**config.mk**
```make
export PLATFORM = sky130hd
export DESIGN_NAME = itsc_front_flat
export DESIGN_NICKNAME = d
export VERILOG_FILES = /design/src/design/itsc_pkg.sv /design/src/design/itsc_in_if.sv /design/src/design/itsc_front.sv /design/src/flat_wrapper.sv
export SDC_FILE = /design/constraint.sdc
export NUM_CORES = 1
export LEC_CHECK = 0
export BUFFER_PORTS_ARGS = -buffer_cell sky130_fd_sc_hd__buf_2
export CAP_MARGIN = 20
export CORE_ASPECT_RATIO = 0.6
export CORE_MARGIN = 2
export CORE_UTILIZATION = 45
export CTS_CLUSTER_DIAMETER = 60
export DETAILED_ROUTE_END_ITERATION = 8
export PLACE_DENSITY = 0.72
export REMOVE_ABC_BUFFERS = 1
export SYNTH_ARGS = -nofsm -noshare
export SYNTH_HDL_FRONTEND = slang
export SYNTH_SLANG_ARGS = --single-unit
export TNS_END_PERCENT = 100
```
**constraint.sdc**
```tcl
create_clock -name clk_i -period 8.8 [get_ports clk_i]
set_input_delay 1.32 -clock clk_i [delete_from_list [all_inputs] [get_ports clk_i]]
set_output_delay 1.32 -clock clk_i [all_outputs]
set_load 0.005 [all_outputs]
```
**src/design/itsc_pkg.sv**
```systemverilog
// ----------------------------------------------------------------------------
// itsc_pkg
// Shared types and constants of the IP traffic statistics counter.
// ----------------------------------------------------------------------------
`default_nettype none

package itsc_pkg;

  localparam int LENGTH_BINS_DEF  = 21;
  localparam int COUNTER_BITS_DEF = 32;
  localparam int QUEUE_DEPTH      = 2;

  localparam int SCALAR_COUNT = 20;
  localparam int BIN_WIDTH    = 20;

  // length / 20 == (length >> 2) / 5, and x / 5 == (x * 52429) >> 18
  localparam int          LEN_DIV_SHIFT = 18;
  localparam logic [16:0] LEN_DIV_MUL   = 17'd52429;

  localparam logic [7:0] PROTO_ICMP = 8'd1;
  localparam logic [7:0] PROTO_IGMP = 8'd2;
  localparam logic [7:0] PROTO_TCP  = 8'd6;
  localparam logic [7:0] PROTO_UDP  = 8'd17;

  localparam int CFG_IDX_W  = 1;
  localparam int CFG_DATA_W = 32;
  localparam logic [CFG_IDX_W-1:0] CFG_LOCAL_ADDR = 1'd0;
  localparam logic [CFG_IDX_W-1:0] CFG_OUT_MODE   = 1'd1;

  localparam int SC_PKT_ALL    = 0;
  localparam int SC_PKT_TCP    = 1;
  localparam int SC_PKT_UDP    = 2;
  localparam int SC_PKT_ICMP   = 3;
  localparam int SC_PKT_IGMP   = 4;
  localparam int SC_BYTES_ALL  = 5;
  localparam int SC_BYTES_TCP  = 6;
  localparam int SC_BYTES_UDP  = 7;
  localparam int SC_BYTES_ICMP = 8;
  localparam int SC_BYTES_IGMP = 9;
  localparam int SC_FRAGS      = 10;
  localparam int SC_FRAG_IP    = 11;
  localparam int SC_FRAG_TCP   = 12;
  localparam int SC_FRAG_UDP   = 13;
  localparam int SC_FLAG_URG   = 14;

  typedef enum logic [2:0] {
    RD_SCALAR,
    RD_HIST_ALL,
    RD_HIST_TCP,
    RD_HIST_UDP,
    RD_BAD
  } rd_sel_e;

  typedef enum logic {
    ST_IDLE,
    ST_LOOK
  } back_state_e;

  typedef struct packed {
    logic        is_read;
    logic        counted;
    logic        is_tcp;
    logic        is_udp;
    logic        is_icmp;
    logic        is_igmp;
    logic        mf;
    logic [15:0] ident;
    logic [5:0]  flags;
    logic [15:0] len;
    rd_sel_e     rd_sel;
    logic [4:0]  rd_scalar;
  } item_t;

endpackage

`default_nettype wire

```
**src/design/itsc_in_if.sv**
```systemverilog
// ----------------------------------------------------------------------------
// itsc_in_if
// Input channel: packet header summary or counter read request.
// ----------------------------------------------------------------------------
`default_nettype none

interface itsc_in_if;
  logic        valid;
  logic        ready;
  logic        kind;
  logic        is_ipv4;
  logic [31:0] ip_src;
  logic [31:0] ip_dst;
  logic [7:0]  protocol;
  logic [15:0] pkt_len;
  logic        more_fragments;
  logic [15:0] ident;
  logic [5:0]  tcp_flag_bits;
  logic [6:0]  read_index;

  modport source (
    output valid, kind, is_ipv4, ip_src, ip_dst, protocol, pkt_len,
           more_fragments, ident, tcp_flag_bits, read_index,
    input  ready
  );
  modport sink (
    input  valid, kind, is_ipv4, ip_src, ip_dst, protocol, pkt_len,
           more_fragments, ident, tcp_flag_bits, read_index,
    output ready
  );
endinterface

`default_nettype wire

```
**src/design/itsc_front.sv**
```systemverilog
// ----------------------------------------------------------------------------
// itsc_front
// Config registers, input transfer, address match and item classification.
// ----------------------------------------------------------------------------
`default_nettype none

module itsc_front #(
  parameter int LENGTH_BINS = itsc_pkg::LENGTH_BINS_DEF
) (
  input  wire logic                             clk_i,
  input  wire logic                             rst_ni,
  input  wire logic                             cfg_we_i,
  input  wire logic [itsc_pkg::CFG_IDX_W-1:0]   cfg_idx_i,
  input  wire logic [itsc_pkg::CFG_DATA_W-1:0]  cfg_data_i,
  itsc_in_if.sink                               in_if,
  input  wire logic                             full_i,
  output logic                                  push_o,
  output itsc_pkg::item_t                       item_o,
  output logic [$clog2(LENGTH_BINS)-1:0]        bin_o
);

  localparam int BIN_W = $clog2(LENGTH_BINS);

  logic [31:0] local_addr_q;
  logic        out_mode_q;

  logic [13:0] len_quads;
  logic [30:0] div_prod;
  logic [12:0] len_div;
  logic [BIN_W-1:0] pkt_bin;
  logic [BIN_W-1:0] rd_bin;
  logic [7:0]  hidx;
  logic        addr_hit;

  always_ff @(posedge clk_i or negedge rst_ni) begin
    if (!rst_ni) begin
      local_addr_q <= '0;
      out_mode_q   <= 1'b0;
    end else if (cfg_we_i) begin
      case (cfg_idx_i)
        itsc_pkg::CFG_LOCAL_ADDR: local_addr_q <= cfg_data_i[31:0];
        itsc_pkg::CFG_OUT_MODE:   out_mode_q   <= cfg_data_i[0];
        default: ;
      endcase
    end
  end

  assign in_if.ready = !full_i;
  assign push_o      = in_if.valid && !full_i;

  assign len_quads = in_if.pkt_len[15:2];
  assign div_prod  = 31'({len_quads, 17'd0} >> 17) * 31'(itsc_pkg::LEN_DIV_MUL);
  assign len_div   = div_prod[itsc_pkg::LEN_DIV_SHIFT +: 13];
  assign pkt_bin   = (len_div > 13'(LENGTH_BINS - 1)) ? BIN_W'(LENGTH_BINS - 1)
                                                      : len_div[BIN_W-1:0];

  assign addr_hit = out_mode_q ? (in_if.ip_src == local_addr_q)
                               : (in_if.ip_dst == local_addr_q);

  assign hidx = {1'b0, in_if.read_index} - 8'(itsc_pkg::SCALAR_COUNT);

  always_comb begin
    item_o.is_read   = in_if.kind;
    item_o.counted   = !in_if.kind && in_if.is_ipv4 && addr_hit;
    item_o.is_tcp    = (in_if.protocol == itsc_pkg::PROTO_TCP);
    item_o.is_udp    = (in_if.protocol == itsc_pkg::PROTO_UDP);
    item_o.is_icmp   = (in_if.protocol == itsc_pkg::PROTO_ICMP);
    item_o.is_igmp   = (in_if.protocol == itsc_pkg::PROTO_IGMP);
    item_o.mf        = in_if.more_fragments;
    item_o.ident     = in_if.ident;
    item_o.flags     = in_if.tcp_flag_bits;
    item_o.len       = in_if.pkt_len;
    item_o.rd_scalar = in_if.read_index[4:0];
    rd_bin           = '0;
    if (in_if.read_index < 7'(itsc_pkg::SCALAR_COUNT)) begin
      item_o.rd_sel = itsc_pkg::RD_SCALAR;
    end else if (hidx < 8'(LENGTH_BINS)) begin
      item_o.rd_sel = itsc_pkg::RD_HIST_ALL;
      rd_bin        = hidx[BIN_W-1:0];
    end else if (hidx < 8'(2 * LENGTH_BINS)) begin
      item_o.rd_sel = itsc_pkg::RD_HIST_TCP;
      rd_bin        = BIN_W'(hidx - 8'(LENGTH_BINS));
    end else if (hidx < 8'(3 * LENGTH_BINS)) begin
      item_o.rd_sel = itsc_pkg::RD_HIST_UDP;
      rd_bin        = BIN_W'(hidx - 8'(2 * LENGTH_BINS));
    end else begin
      item_o.rd_sel = itsc_pkg::RD_BAD;
    end
  end

  assign bin_o = in_if.kind ? rd_bin : pkt_bin;

endmodule

`default_nettype wire

```
**src/flat_wrapper.sv**
```systemverilog
// flat-port wrapper written by rule: the top's interface ports become plain ports
module itsc_front_flat 
#(
  parameter int LENGTH_BINS = itsc_pkg::LENGTH_BINS_DEF
)
  (clk_i, rst_ni, cfg_we_i, cfg_idx_i, cfg_data_i, full_i, push_o, item_o, bin_o, in_if_valid, in_if_kind, in_if_is_ipv4, in_if_ip_src, in_if_ip_dst, in_if_protocol, in_if_pkt_len, in_if_more_fragments, in_if_ident, in_if_tcp_flag_bits, in_if_read_index, in_if_ready);
  itsc_in_if in_if_i ();
  input  wire logic clk_i;
  input  wire logic rst_ni;
  input  wire logic cfg_we_i;
  input  wire logic [itsc_pkg::CFG_IDX_W-1:0] cfg_idx_i;
  input  wire logic [itsc_pkg::CFG_DATA_W-1:0] cfg_data_i;
  input  wire logic full_i;
  output logic push_o;
  output itsc_pkg::item_t item_o;
  output logic [$clog2(LENGTH_BINS)-1:0] bin_o;
  input wire logic [$bits(in_if_i.valid)-1:0] in_if_valid;
  input wire logic [$bits(in_if_i.kind)-1:0] in_if_kind;
  input wire logic [$bits(in_if_i.is_ipv4)-1:0] in_if_is_ipv4;
  input wire logic [$bits(in_if_i.ip_src)-1:0] in_if_ip_src;
  input wire logic [$bits(in_if_i.ip_dst)-1:0] in_if_ip_dst;
  input wire logic [$bits(in_if_i.protocol)-1:0] in_if_protocol;
  input wire logic [$bits(in_if_i.pkt_len)-1:0] in_if_pkt_len;
  input wire logic [$bits(in_if_i.more_fragments)-1:0] in_if_more_fragments;
  input wire logic [$bits(in_if_i.ident)-1:0] in_if_ident;
  input wire logic [$bits(in_if_i.tcp_flag_bits)-1:0] in_if_tcp_flag_bits;
  input wire logic [$bits(in_if_i.read_index)-1:0] in_if_read_index;
  output wire logic [$bits(in_if_i.ready)-1:0] in_if_ready;
  assign in_if_i.valid = in_if_valid;
  assign in_if_i.kind = in_if_kind;
  assign in_if_i.is_ipv4 = in_if_is_ipv4;
  assign in_if_i.ip_src = in_if_ip_src;
  assign in_if_i.ip_dst = in_if_ip_dst;
  assign in_if_i.protocol = in_if_protocol;
  assign in_if_i.pkt_len = in_if_pkt_len;
  assign in_if_i.more_fragments = in_if_more_fragments;
  assign in_if_i.ident = in_if_ident;
  assign in_if_i.tcp_flag_bits = in_if_tcp_flag_bits;
  assign in_if_i.read_index = in_if_read_index;
  assign in_if_ready = in_if_i.ready;
  itsc_front #(.LENGTH_BINS(LENGTH_BINS)) u_core (.clk_i(clk_i), .rst_ni(rst_ni), .cfg_we_i(cfg_we_i), .cfg_idx_i(cfg_idx_i), .cfg_data_i(cfg_data_i), .in_if(in_if_i), .full_i(full_i), .push_o(push_o), .item_o(item_o), .bin_o(bin_o));
endmodule
```
After elaboration in Yosys (flattened, before gate mapping)

Cells that the tools add are included.

Register bits after elaboration: 33
Logic and storage cells: 36
Input port bits: 158
Output and inout bits: 60

Multiply operators: 1
Order comparisons: 5
Multiplexer cells: 11
Eq/ne operators: 6
Add/subtract/negate cells: 3
Reduce and logical (&&, ||, !) cells: 7
Bitwise operators: 1

Operators with widths:

| operator                                                                     | number |
|---|---|
| 32-bit equality test                                                         | 2 |
| 14-bit by 16-bit multiplier with 30-bit output, second input constant        | 1 |
| 5-bit two-way mux                                                            | 6 |
| 8-bit by 6-bit less-than comparator with 1-bit output, second input constant | 2 |
| 13-bit by 5-bit > comparator with 1-bit output, second input constant        | 1 |
| 3-bit two-way mux                                                            | 4 |
| 8-bit by 1-bit equality test with 1-bit output, second input constant        | 1 |
| 8-bit by 2-bit equality test with 1-bit output, second input constant        | 1 |
| 8-bit by 3-bit equality test with 1-bit output, second input constant        | 1 |
| 8-bit by 5-bit equality test with 1-bit output, second input constant        | 1 |
| 8-bit by 5-bit less-than comparator with 1-bit output, second input constant | 1 |
| 7-bit by 5-bit subtractor with 8-bit output, second input constant           | 1 |
| 7-bit by 5-bit less-than comparator with 1-bit output, second input constant | 1 |
| 5-bit by 4-bit subtractor with 5-bit output, second input constant           | 1 |
| 5-bit subtractor, second input constant                                      | 1 |
| 2-bit AND reduction                                                          | 2 |
| 1-bit logical AND                                                            | 3 |
| 1-bit zero test                                                              | 2 |
| 1-bit two-way mux                                                            | 1 |
| 1-bit NOT                                                                    | 1 |

Longest topological paths before layout

Gate-level depths: netlist (run 1).

Word-level depth: 7
Mapped depth: 23
Depth with buffers taken out: 23

Worst setup path before layout (run 1)

No wires, ideal clock.

Path type: input to output
Start point: in in_if_pkt_len[14]
End point: out bin_o[2]
Setup slack: 0.740 ns
Data required time: 7.480 ns
Path buffers: 0
Data arrival time: 6.740 ns
Stages: 23
Path through: inv_1 -> ha_1 -> inv_1 -> ha_1 -> xnor2_1 -> inv_1 -> fa_1 -> inv_1 -> fa_1 -> inv_1 -> fa_1 -> inv_1 -> fa_1 -> inv_1 -> ha_1 -> o21ai_0 -> a21oi_1 -> a21boi_2 -> o21ai_1 -> a41o_1 -> a2111o_1 -> a2111o_1 -> o41a_1

Cells in the longest elaborated chain, start to end: 4

Ends and longest elaborated chain:

| item                                             | line               | source |
|---|---|---|
| start, declared                                  | flat_wrapper.sv:23 | `input wire logic [$bits(in_if_i.pkt_len)-1:0] in_if_pkt_len;` |
| 14-bit by 16-bit multiplier with 30-bit output * | itsc_front.sv:52   | `assign div_prod = 31'({len_quads, 17'd0} >> 17) * 31'(itsc_pkg::LEN_DIV_MUL);` |
| 13-bit by 5-bit > comparator with 1-bit output   | itsc_front.sv:54   | `assign pkt_bin = (len_div > 13'(LENGTH_BINS - 1)) ? BIN_W'(LENGTH_BINS - 1)` |
| 5-bit two-way mux *                              | itsc_front.sv:54   |  |
| 5-bit two-way mux *                              | itsc_front.sv:91   | `assign bin_o = in_if.kind ? rd_bin : pkt_bin;` |
| end, declared                                    | flat_wrapper.sv:16 | `output logic [$clog2(LENGTH_BINS)-1:0] bin_o;` |

Mark *: on every way between the ends. The rest lies on a longest branch, timed or not.

Worst setup path after layout (run 1)

Start point: in in_if_pkt_len[8]
End point: out bin_o[4]

The elaborated chain is that of the path after synthesis.

==> results_dict.tcl, run 1 <==
set metrics [dict create \
    tightestPinTransition_ns 0.912 \
    cp_data_arrival_time_ns 7.24 \
    finClkSkew_ns 0 \
    antenna_left 0 \
    cts_tree "yes" \
    p_comb_share_pct 82.1 \
    place_congestion 0.877 \
    avgSynthCellArea_um2 9.56 \
    power_switching_mw 1.12 \
    synth_warnings 0 \
    nets 1109 \
    clockBufferDepth 2 \
    holdWs_ns 0.523 \
    yosysTopAreaCell "ha_1" \
    swShare_pct 51.2 \
    synth_cells 664 \
    max_slew_margin_pct 39.2 \
    start_kind "input pin" \
    htree_levels 2 \
    status "finished clean" \
    powerDensity_nw_per_um2 300 \
    grt_pass1_vias 4673 \
    worst-endpoint-required_ns 7.48 \
    vias_per_cell 5.00 \
    power.leakage_nw 3.84 \
    syn_area_um2 6350 \
    vdd_drop_max_v 0.000182 \
    grt_remaining_overflow 0 \
    cts_buffers 5 \
    cap_violations 0 \
    cp-end-kind "output pin" \
    max_clock_freq_mhz 117 \
    setup-tns-final_ns 0 \
    post-place-ws_ns 0.139 \
    drc_errors 0 \
    finalHoldViolations 0 \
    maxSlewViolCount 0 \
    die_h_um 96.0 \
    port_buffers 167 \
    ys_types 57 \
    wl_per_cell_um 14.9 \
    min_path_type "reg -> reg" \
    drive_gt1_share_pct 28.8 \
    dp_cells 970 \
    route.vias.total 4898 \
    hpwlAfterDp_um 13100 \
    synth_flop_cell "dfrtp_1" \
    initial_core_util_pct 46.3 \
    n_antenna_cell 0 \
    synthToLayoutAreaGrowth_pct 14.4 \
    synth_top_area_share_pct 22.1 \
    rsz0062_at_grt "false" \
    hold_buffers 0 \
    rows 33 \
    synth.ff_latch_count 33 \
    antenna_found_initial 0 \
    fin_cells 979 \
    coreArea_um2 13700 \
    synth_edf_count 0 \
    period_needed_ns 8.56 \
    p_seq_share_pct 9.2 \
    drt_iter0_drc 221 \
    ys_async_sr_fraction_pct 100 \
    intPower_mw 1.07 \
    ys_top_cells_by_area "ha_1 (22%), fa_1 (17%), dfrtp_1 (13%), inv_1 (6.2%), mux2_2 (5.9%)" \
    clock_power_share_pct 8.7 \
    root_buffer "clkbuf_16" \
    grt_pass1_wl_um 23400 \
    cts.sinks 33 \
    period_share_pct 97.3 \
    gr-usage-all-layers_pct 19.8 \
    clk_latency_ns 0.27 \
    die_w_um 157 \
    setup_viol 0 \
    die_area_um2 15100 \
    first_pass_iters 4 \
    fin_ws_ns 0.241 \
    clk_pin_slew_worst_paths_ns 0.05 \
    fill_cells 1279 \
    drt-total-wl_um 14600 \
    seq_area_frac_synth_pct 13.0 \
    io_pins 218 \
    worstSetupPathType "in -> out" \
    grt_max_degree 34 \
    cp_max_fo 5 \
]
==> worst max-delay path, cell delays in order <==
cell and delay (ns):
buf_2 0.16, inv_1 0.06, ha_1 0.27, inv_1 0.06, fa_1 0.50, inv_1 0.08
fa_1 0.53, fa_1 0.53, inv_1 0.07, fa_1 0.43, fa_1 0.45, ha_1 0.35
a21oi_1 0.22, o211ai_1 0.13, a21boi_2 0.13, o21ai_1 0.11, a41o_1 0.31, a2111o_1 0.42
a2111o_1 0.50, o41a_1 0.45, buf_2 0.15
==> sequential cells by signal, summed over array words and instances (netlist names) <==
signal               cells
u_core.out_mode_q        1
u_core.local_addr_q     32
==> synthesized netlist by cell type, drive strengths merged, types with 5 or more instances <==
master  count
ha        112
nor2b       5
nand3       7
nor2       17
and2        5
clkbuf      8
a21oi      16
xor2       27
mux2       33
o21ai      22
mux2i      32
buf        48
a21o        5
dfrtp      33
nand4       9
nand2      24
xnor2      23
nor3       13
nor4        5
fa         53
a211oi      8
inv       105
==> cell type report <==
cell class | count | area, µm² | area share, %
repair buffers | 171 | 866 | 11.9
flip-flops and latches | 33 | 827 | 11.4
clock buffers | 6 | 129 | 1.77
clock inverters | 2 | 35.0 | 0.482
multi-input cells | 470 | 4780 | 65.7
inverters | 105 | 394 | 5.42
well taps | 192 | 240 | 3.31
==> repair_timing <==
item,CTS,global route
buffers inserted,0,1
setup endpoints to repair,0,5
gates resized for setup,0,5
==> cells in the final DEF (no fill, tap or decap), types with 5 or more instances in the layout <==
cell type  instances
a211oi_1           7
mux2_2            33
xnor2_1           22
nand2_1           24
and2_1             5
nand4_1            9
dfrtp_1           32
nand3_1            7
a21o_1             5
mux2i_1           32
o21ai_0           20
nor4_1             5
clkbuf_16          5
nor3_1            12
xor2_1            27
ha_1             110
nor2_1            17
a21oi_1           14
inv_1            104
fa_1              53
buf_2            167
==> worst paths after layout <==
check / startpoint / slack [ns] / endpoint / depth (start not counted)
min in group asynchronous: rst_ni / 1.11 / u_core.local_addr_q[24] / 1
worst min register to register: u_core.local_addr_q[5] / 0.52 / u_core.local_addr_q[5] / 1
worst min-delay path: u_core.local_addr_q[5] / 0.52 / u_core.local_addr_q[5] / 1
worst max-delay path: in_if_pkt_len[8] / 0.24 / bin_o[4] / 21
worst max register to register: u_core.out_mode_q / 7.46 / u_core.out_mode_q / 1
max in group asynchronous: rst_ni / 7.18 / u_core.out_mode_q / 1
==> power by group through the flow <==
stage	Clock, mW	Sequential, mW	Combinational, mW
finish	0.190	0.200	1.79
CTS	0.194	0.201	1.76
detailed placement	0	0.203	1.75
global placement	0	0.202	1.75
global route	0.203	0.204	2.05
floorplan	0	0.197	1.33
==> kinds of logic (layout without fill, tap and decap cells) <==
group | Yosys count | count (layout) | synth area share, %
AO/OA/AOI/OAI | 85 | 85 | 9.59
XOR/XNOR | 50 | 50 | 6.90
adder cells (fa/ha/maj) | 165 | 165 | 38.8
buffers and inverters | 161 | 284 | 12.2
flip-flops | 33 | 33 | 13.0
multiplexers | 65 | 65 | 10.9
AND/OR/NAND/NOR | 105 | 105 | 8.67
==> stage by stage <==
| step | utilization [%] | total power [mW] | instance area, µm² |
|---|---|---|---|
| after floorplan | - | 1.52 | 5970 |
| after global placement | 51.6 | 1.95 | 7070 |
| after detailed placement | 51.6 | 1.95 | 7070 |
| after CTS | 52.8 | 2.16 | 7240 |
| after global routing | 53.0 | 2.46 | 7270 |
| final | 53.0 | 2.18 | 7270 |
==> metal layers <==
| metal | share of wire (%) | wire [µm] | up-vias | track usage (%) |
|---|---|---|---|---|
| li1 | - | - | 2462 | - |
| met5 | 0 | 0 | - | 2.04 |
| met1 | 52 | 7620 | 2274 | 30.4 |
| met4 | 0.29 | 42 | 0 | 1.97 |
| met2 | 40 | 5830 | 158 | 28.1 |
| met3 | 7.3 | 1060 | 4 | 5.49 |
Power figures use the tool's default switching activity.
==> inputs of run 2 (changes only) <==
--- a/config.mk
+++ b/config.mk
@@ -8,10 +8,10 @@
 export BUFFER_PORTS_ARGS = -buffer_cell sky130_fd_sc_hd__buf_2
 export CAP_MARGIN = 20
 export CORE_ASPECT_RATIO = 0.6
-export CORE_MARGIN = 2
 export CORE_UTILIZATION = 45
 export CTS_CLUSTER_DIAMETER = 60
 export DETAILED_ROUTE_END_ITERATION = 8
+export GPL_ROUTABILITY_DRIVEN = 0
 export PLACE_DENSITY = 0.72
 export REMOVE_ABC_BUFFERS = 1
 export SYNTH_ARGS = -nofsm -noshare
==> run 2 against run 1 <==
  * Core utilization is 0.10 points higher
  * Wire length shrank 0.29%
  * Die area decreased by 3.3%
  * Global-route usage grew 0.97 points
  * Total power up 0.15%
  * Cell area up 0.19%
  * Count of clock-buffer cells in the layout did not move
  * Clock power increased by 8%
  * Maximum frequency rose by 0.34%
  * Final cell count unchanged
  * Critical endpoint unchanged
  * Largest cell class unchanged
  * Highest routed layer unchanged
==> results_dict.tcl, run 2 (synthesis results as in run 1) <==
set metrics [dict create \
    status "finished clean" \
    drc_errors 0 \
    worstSetupPathType "in -> out" \
    largest_reg_flops 32 \
    worst-endpoint-required_ns 7.48 \
    wl_per_cell_um 14.8 \
    powerDensity_nw_per_um2 300 \
    period_needed_ns 8.53 \
    cap_violations 0 \
    setup_viol 0 \
    grt_pass1_wl_um 23600 \
    clk_latency_ns 0.27 \
    max_clock_freq_mhz 117 \
    nets 1109 \
    layout_common_cells "buf_2 (167), ha_1 (111), inv_1 (105), fa_1 (53), mux2_2 (33)" \
    hpwlAfterDp_um 13000 \
    grt_max_degree 34 \
    coreArea_um2 13700 \
    drt-total-wl_um 14500 \
    n_antenna_cell 0 \
    initial_core_util_pct 46.3 \
    cts.sinks 33 \
    min_path_type "reg -> reg" \
    power.leakage_nw 3.85 \
    die_h_um 94.0 \
    holdWs_ns 0.526 \
    period_share_pct 96.9 \
    route.vias.total 4914 \
    finClkSkew_ns 0 \
    synthToLayoutAreaGrowth_pct 14.7 \
    first_pass_iters 5 \
    cp_data_arrival_time_ns 7.21 \
    drt_iter0_drc 152 \
    grt_remaining_overflow 0 \
    antenna_found_initial 0 \
    cts_tree "yes" \
    root_buffer "clkbuf_16" \
    die_area_um2 14600 \
    vdd_drop_max_v 0.000177 \
    gr-usage-all-layers_pct 20.8 \
    maxSlewViolCount 0 \
    antenna_left 0 \
    finalHoldViolations 0 \
    vias_per_cell 5.02 \
    cts_buffers 5 \
    fill_cells 1272 \
    drive_gt1_share_pct 28.8 \
    final_core_util_pct 53.1 \
    max_slew_margin_pct 39.4 \
    port_buffers 167 \
    largestRegisters "u_core.local_addr_q x32, u_core.out_mode_q x1" \
    regMostFlops "u_core.local_addr_q" \
    tightestPinTransition_ns 0.909 \
    final_common_cell "buf_2" \
    io_pins 218 \
    hold_buffers 0 \
    cp_max_fo 5 \
    clk_pin_slew_worst_paths_ns 0.06 \
    cp-end-kind "output pin" \
    htree_levels 2 \
    start_kind "input pin" \
    grt_pass1_vias 4706 \
    die_w_um 155 \
    rows 33 \
    clockBufferDepth 2 \
]
[run 2: final cells by class]
class                           count  area [µm²]  share of cell area [%]
Multi-Input combinational cell    470        4780                    65.6
Timing Repair Buffer              171         866                    11.9
Sequential cell                    33         827                    11.4
Inverter                          105         394                    5.41
Tap cell                          192         240                    3.30
Clock buffer                        6         139                    1.91
Clock inverter                      2        37.5                   0.515
[run 2: metal layers]
layer	vias to the layer above	GRT usage [%]	wire length, µm
met5	-	1.83	0
met4	0	2.45	63
met3	6	5.26	1050
met2	168	28.3	5750
met1	2273	32.7	7640
li1	2467	-	-
[run 2: final timing paths]
check | from | to | slack, ns | cells past startpoint
min in group asynchronous | rst_ni | u_core.local_addr_q[2] | 1.11 | 1
hold / removal | u_core.local_addr_q[13] | u_core.local_addr_q[13] | 0.53 | 1
hold reg to reg | u_core.local_addr_q[13] | u_core.local_addr_q[13] | 0.53 | 1
setup / recovery | in_if_pkt_len[14] | bin_o[4] | 0.27 | 25
setup reg to reg | u_core.out_mode_q | u_core.out_mode_q | 7.48 | 1
max in group asynchronous | rst_ni | u_core.out_mode_q | 7.18 | 1
[run 2: through the flow]
step	TNS [ns]	std cells	power (mW)	setup WS, ns	area, µm²
5_1_grt	-0.0191	979	2.45	-0.0191	7280
3_3_place_gp	0	970	1.95	0.200	7070
2_1_floorplan	0	608	1.52	0.740	5970
6_report	0	979	2.19	0.270	7280
3_5_place_dp	0	970	1.95	0.151	7070
4_1_cts	0	978	2.18	0.0928	7250
[run 2: where the power goes]
group | leakage, nW | internal, mW | switching [mW] | total [mW]
Clock | 0.0831 | 0.141 | 0.0644 | 0.206
Combinational | 3.38 | 0.747 | 1.03 | 1.78
Sequential | 0.386 | 0.174 | 0.0253 | 0.200
Total | 3.85 | 1.06 | 1.12 | 2.19
[run 2: critical path, stage by stage]
cell and delay (ns):
buf_2 0.12, inv_1 0.05, ha_1 0.28, inv_1 0.10, ha_4 0.22, xnor2_2 0.15, inv_1 0.11, fa_1 0.52
inv_1 0.06, fa_1 0.54, inv_1 0.05, fa_1 0.51, inv_1 0.06, fa_1 0.50, inv_1 0.04, ha_1 0.32
o21ai_1 0.13, a21oi_1 0.09, a21boi_2 0.13, o21ai_1 0.12, a41o_1 0.30, a2111o_1 0.42, a2111o_1 0.49, o41a_1 0.43
buf_2 0.14
[run 2: repair_timing]
item / CTS / global route
setup buffers: 0 / 1
endpoints found under the setup margin: 0 / 5
resized for setup: 0 / 4
==> inputs of run 3 (changes only) <==
--- a/config.mk
+++ b/config.mk
@@ -5,7 +5,7 @@
 export SDC_FILE = /design/constraint.sdc
 export NUM_CORES = 1
 export LEC_CHECK = 0
-export BUFFER_PORTS_ARGS = -buffer_cell sky130_fd_sc_hd__buf_2
+export BUFFER_PORTS_ARGS = -buffer_cell sky130_fd_sc_hd__clkbuf_2
 export CAP_MARGIN = 20
 export CORE_ASPECT_RATIO = 0.6
 export CORE_UTILIZATION = 45
==> run 3 against run 2 <==
  * First-iteration DRC count increased by 62%
  * Count of clock-buffer cells in the layout is the same
  * Register-to-register slack improved by 0.02 ns
  * Maximum frequency rose by 0.18%
  * Largest power group unchanged
  * Global-route usage is 0.19 points higher
  * Critical path depth shrank 4
  * Clock skew stayed put
  * Critical path type unchanged
  * Highest routed layer unchanged
==> results_dict.tcl, run 3 (synthesis results as in run 1) <==
set metrics [dict create \
    path_cells "clkbuf_2 -> inv_1 -> ha_1 -> inv_1 -> fa_1 -> inv_1 -> fa_1 -> fa_1 -> inv_1 -> fa_1 -> fa_1 -> ha_1 -> a21oi_1 -> o211ai_1 -> a21boi_2 -> o21ai_1 -> a41o_1 -> a2111o_1 -> a2111o_1 -> o41a_1 -> clkbuf_2" \
    period_share_pct 96.8 \
    start_kind "input pin" \
    grt_remaining_overflow 0 \
    die_w_um 155 \
    final_common_cell "clkbuf_2" \
    rsz0062_at_grt "false" \
    r2r-start "u_core.out_mode_q" \
    root_buffer "clkbuf_16" \
    drive_gt1_share_pct 28.8 \
    cts_tree "yes" \
    max_clock_freq_mhz 117 \
    cp_data_arrival_time_ns 7.19 \
    maxSlewViolCount 0 \
    finalHoldViolations 0 \
    cts.sinks 33 \
    holdWs_ns 0.524 \
    n_antenna_cell 0 \
    drt-total-wl_um 14600 \
    vdd_drop_max_v 0.000180 \
    vias_per_cell 4.97 \
    fin_ws_ns 0.285 \
    grt_pass1_wl_um 24000 \
    post-place-ws_ns 0.151 \
    initial_core_util_pct 46.3 \
    cpMaxStageDelayCell "fa_1" \
    htree_levels 2 \
    wl_per_cell_um 14.9 \
    synthToLayoutAreaGrowth_pct 14.9 \
    worst-endpoint-required_ns 7.48 \
    min_path_type "reg -> reg" \
    max_slew_margin_pct 41.3 \
    r2r_end "u_core.out_mode_q" \
    cp-end-kind "output pin" \
    ff2ff_setup_slack_ns 7.50 \
    clk_latency_ns 0.27 \
    setup_viol 0 \
    antenna_left 0 \
    largestRegisters "u_core.local_addr_q x32, u_core.out_mode_q x1" \
    worstSetupPathType "in -> out" \
    nets 1109 \
    coreArea_um2 13700 \
    period_needed_ns 8.51 \
    cpMostUsedCell "fa_1" \
    fill_cells 1265 \
    crit_path_start "in_if_pkt_len[8]" \
    hpwlAfterDp_um 13100 \
    drt_iter0_drc 246 \
    clk_pin_slew_worst_paths_ns 0.05 \
    hold_path_end "u_core.local_addr_q[4]" \
    grt_max_degree 34 \
    cts_buffers 5 \
    finClkSkew_ns 0 \
    rows 33 \
    route.vias.total 4870 \
    port_buffers 167 \
    die_area_um2 14600 \
    io_pins 218 \
    status "finished clean" \
    hold_path_depth 1 \
    drc_errors 0 \
    clockBufferDepth 2 \
    grt_pass1_vias 4793 \
    die_h_um 94.0 \
    setup-tns-final_ns 0 \
    slowest_delay_ns 0.54 \
    hold_start "u_core.local_addr_q[4]" \
    powerDensity_nw_per_um2 306 \
    regMostFlops "u_core.local_addr_q" \
    power.leakage_nw 3.87 \
    first_pass_iters 4 \
    layout_common_cells "clkbuf_2 (167), ha_1 (110), inv_1 (105), fa_1 (53), mux2_2 (33)" \
    largest_reg_flops 32 \
    gr-usage-all-layers_pct 21.0 \
    antenna_found_initial 0 \
    cap_violations 0 \
    reg2reg_depth 1 \
    cp_max_fo 5 \
    tightestPinTransition_ns 0.880 \
]
[run 3: cell count changes in the layout (fill, tap and decap cells not counted), sizes merged]
cell    change
buf       -167
clkbuf    +167
[run 3: critical path, delay by kind of cell]
| kind | cells | cell delay, ns |
|---|---|---|
| compound gates | 8 | 2.23 |
| fa+ha+maj | 7 | 3.08 |
| buf+inv | 6 | 0.56 |
[run 3: layout make-up]
cell class	instances	area (µm²)	area share (%)
clock buffers	6	139	1.90
clock inverters	2	37.5	0.514
well taps	192	240	3.29
inverters	105	394	5.40
repair buffers	171	866	11.9
flip-flops and latches	33	827	11.3
multi-input cells	470	4790	65.7
[run 3: how the worst max path moves through the flow]
stage,to,slack [ns],depth (start not counted)
5_1_grt,bin_o[4],0.01,21
2_1_floorplan,bin_o[2],0.74,23
6_report,bin_o[4],0.29,21
3_5_place_dp,bin_o[4],0.15,25
4_1_cts,bin_o[4],0.09,25
3_3_place_gp,bin_o[4],0.21,25
[run 3: routing by layer]
layer / vias up / part of all wire (%) / GRT usage, % / wire [µm]
met5: - / 0 / 1.83 / 0
met4: 0 / 0.35 / 2.45 / 51
met3: 6 / 6.2 / 4.80 / 903
met2: 155 / 40 / 29.9 / 5850
met1: 2248 / 53 / 32.3 / 7760
li1: 2461 / - / - / -
[run 3: per-stage QoR]
| stage | power [mW] | area (µm²) | utilization [%] | std cells |
|---|---|---|---|---|
| 2_1_floorplan | 1.52 | 5970 | - | 608 |
| 3_3_place_gp | 1.94 | 7070 | 51.6 | 970 |
| 3_5_place_dp | 1.96 | 7070 | 51.6 | 970 |
| 4_1_cts | 2.18 | 7250 | 52.9 | 978 |
| 5_1_grt | 2.50 | 7300 | 53.2 | 979 |
| 6_report | 2.24 | 7300 | 53.2 | 979 |
[run 3: report_power, final]
group | internal (mW) | total (mW) | switching [mW]
sequential | 0.174 | 0.199 | 0.0246
clock | 0.141 | 0.206 | 0.0650
combinational | 0.769 | 1.83 | 1.06
total | 1.09 | 2.24 | 1.15
[run 3: timing repair]
item,4_1_cts,5_1_grt
buffers inserted,0,1
hold buffers,0,0
gates resized for setup,0,5
setup endpoints to repair,0,5
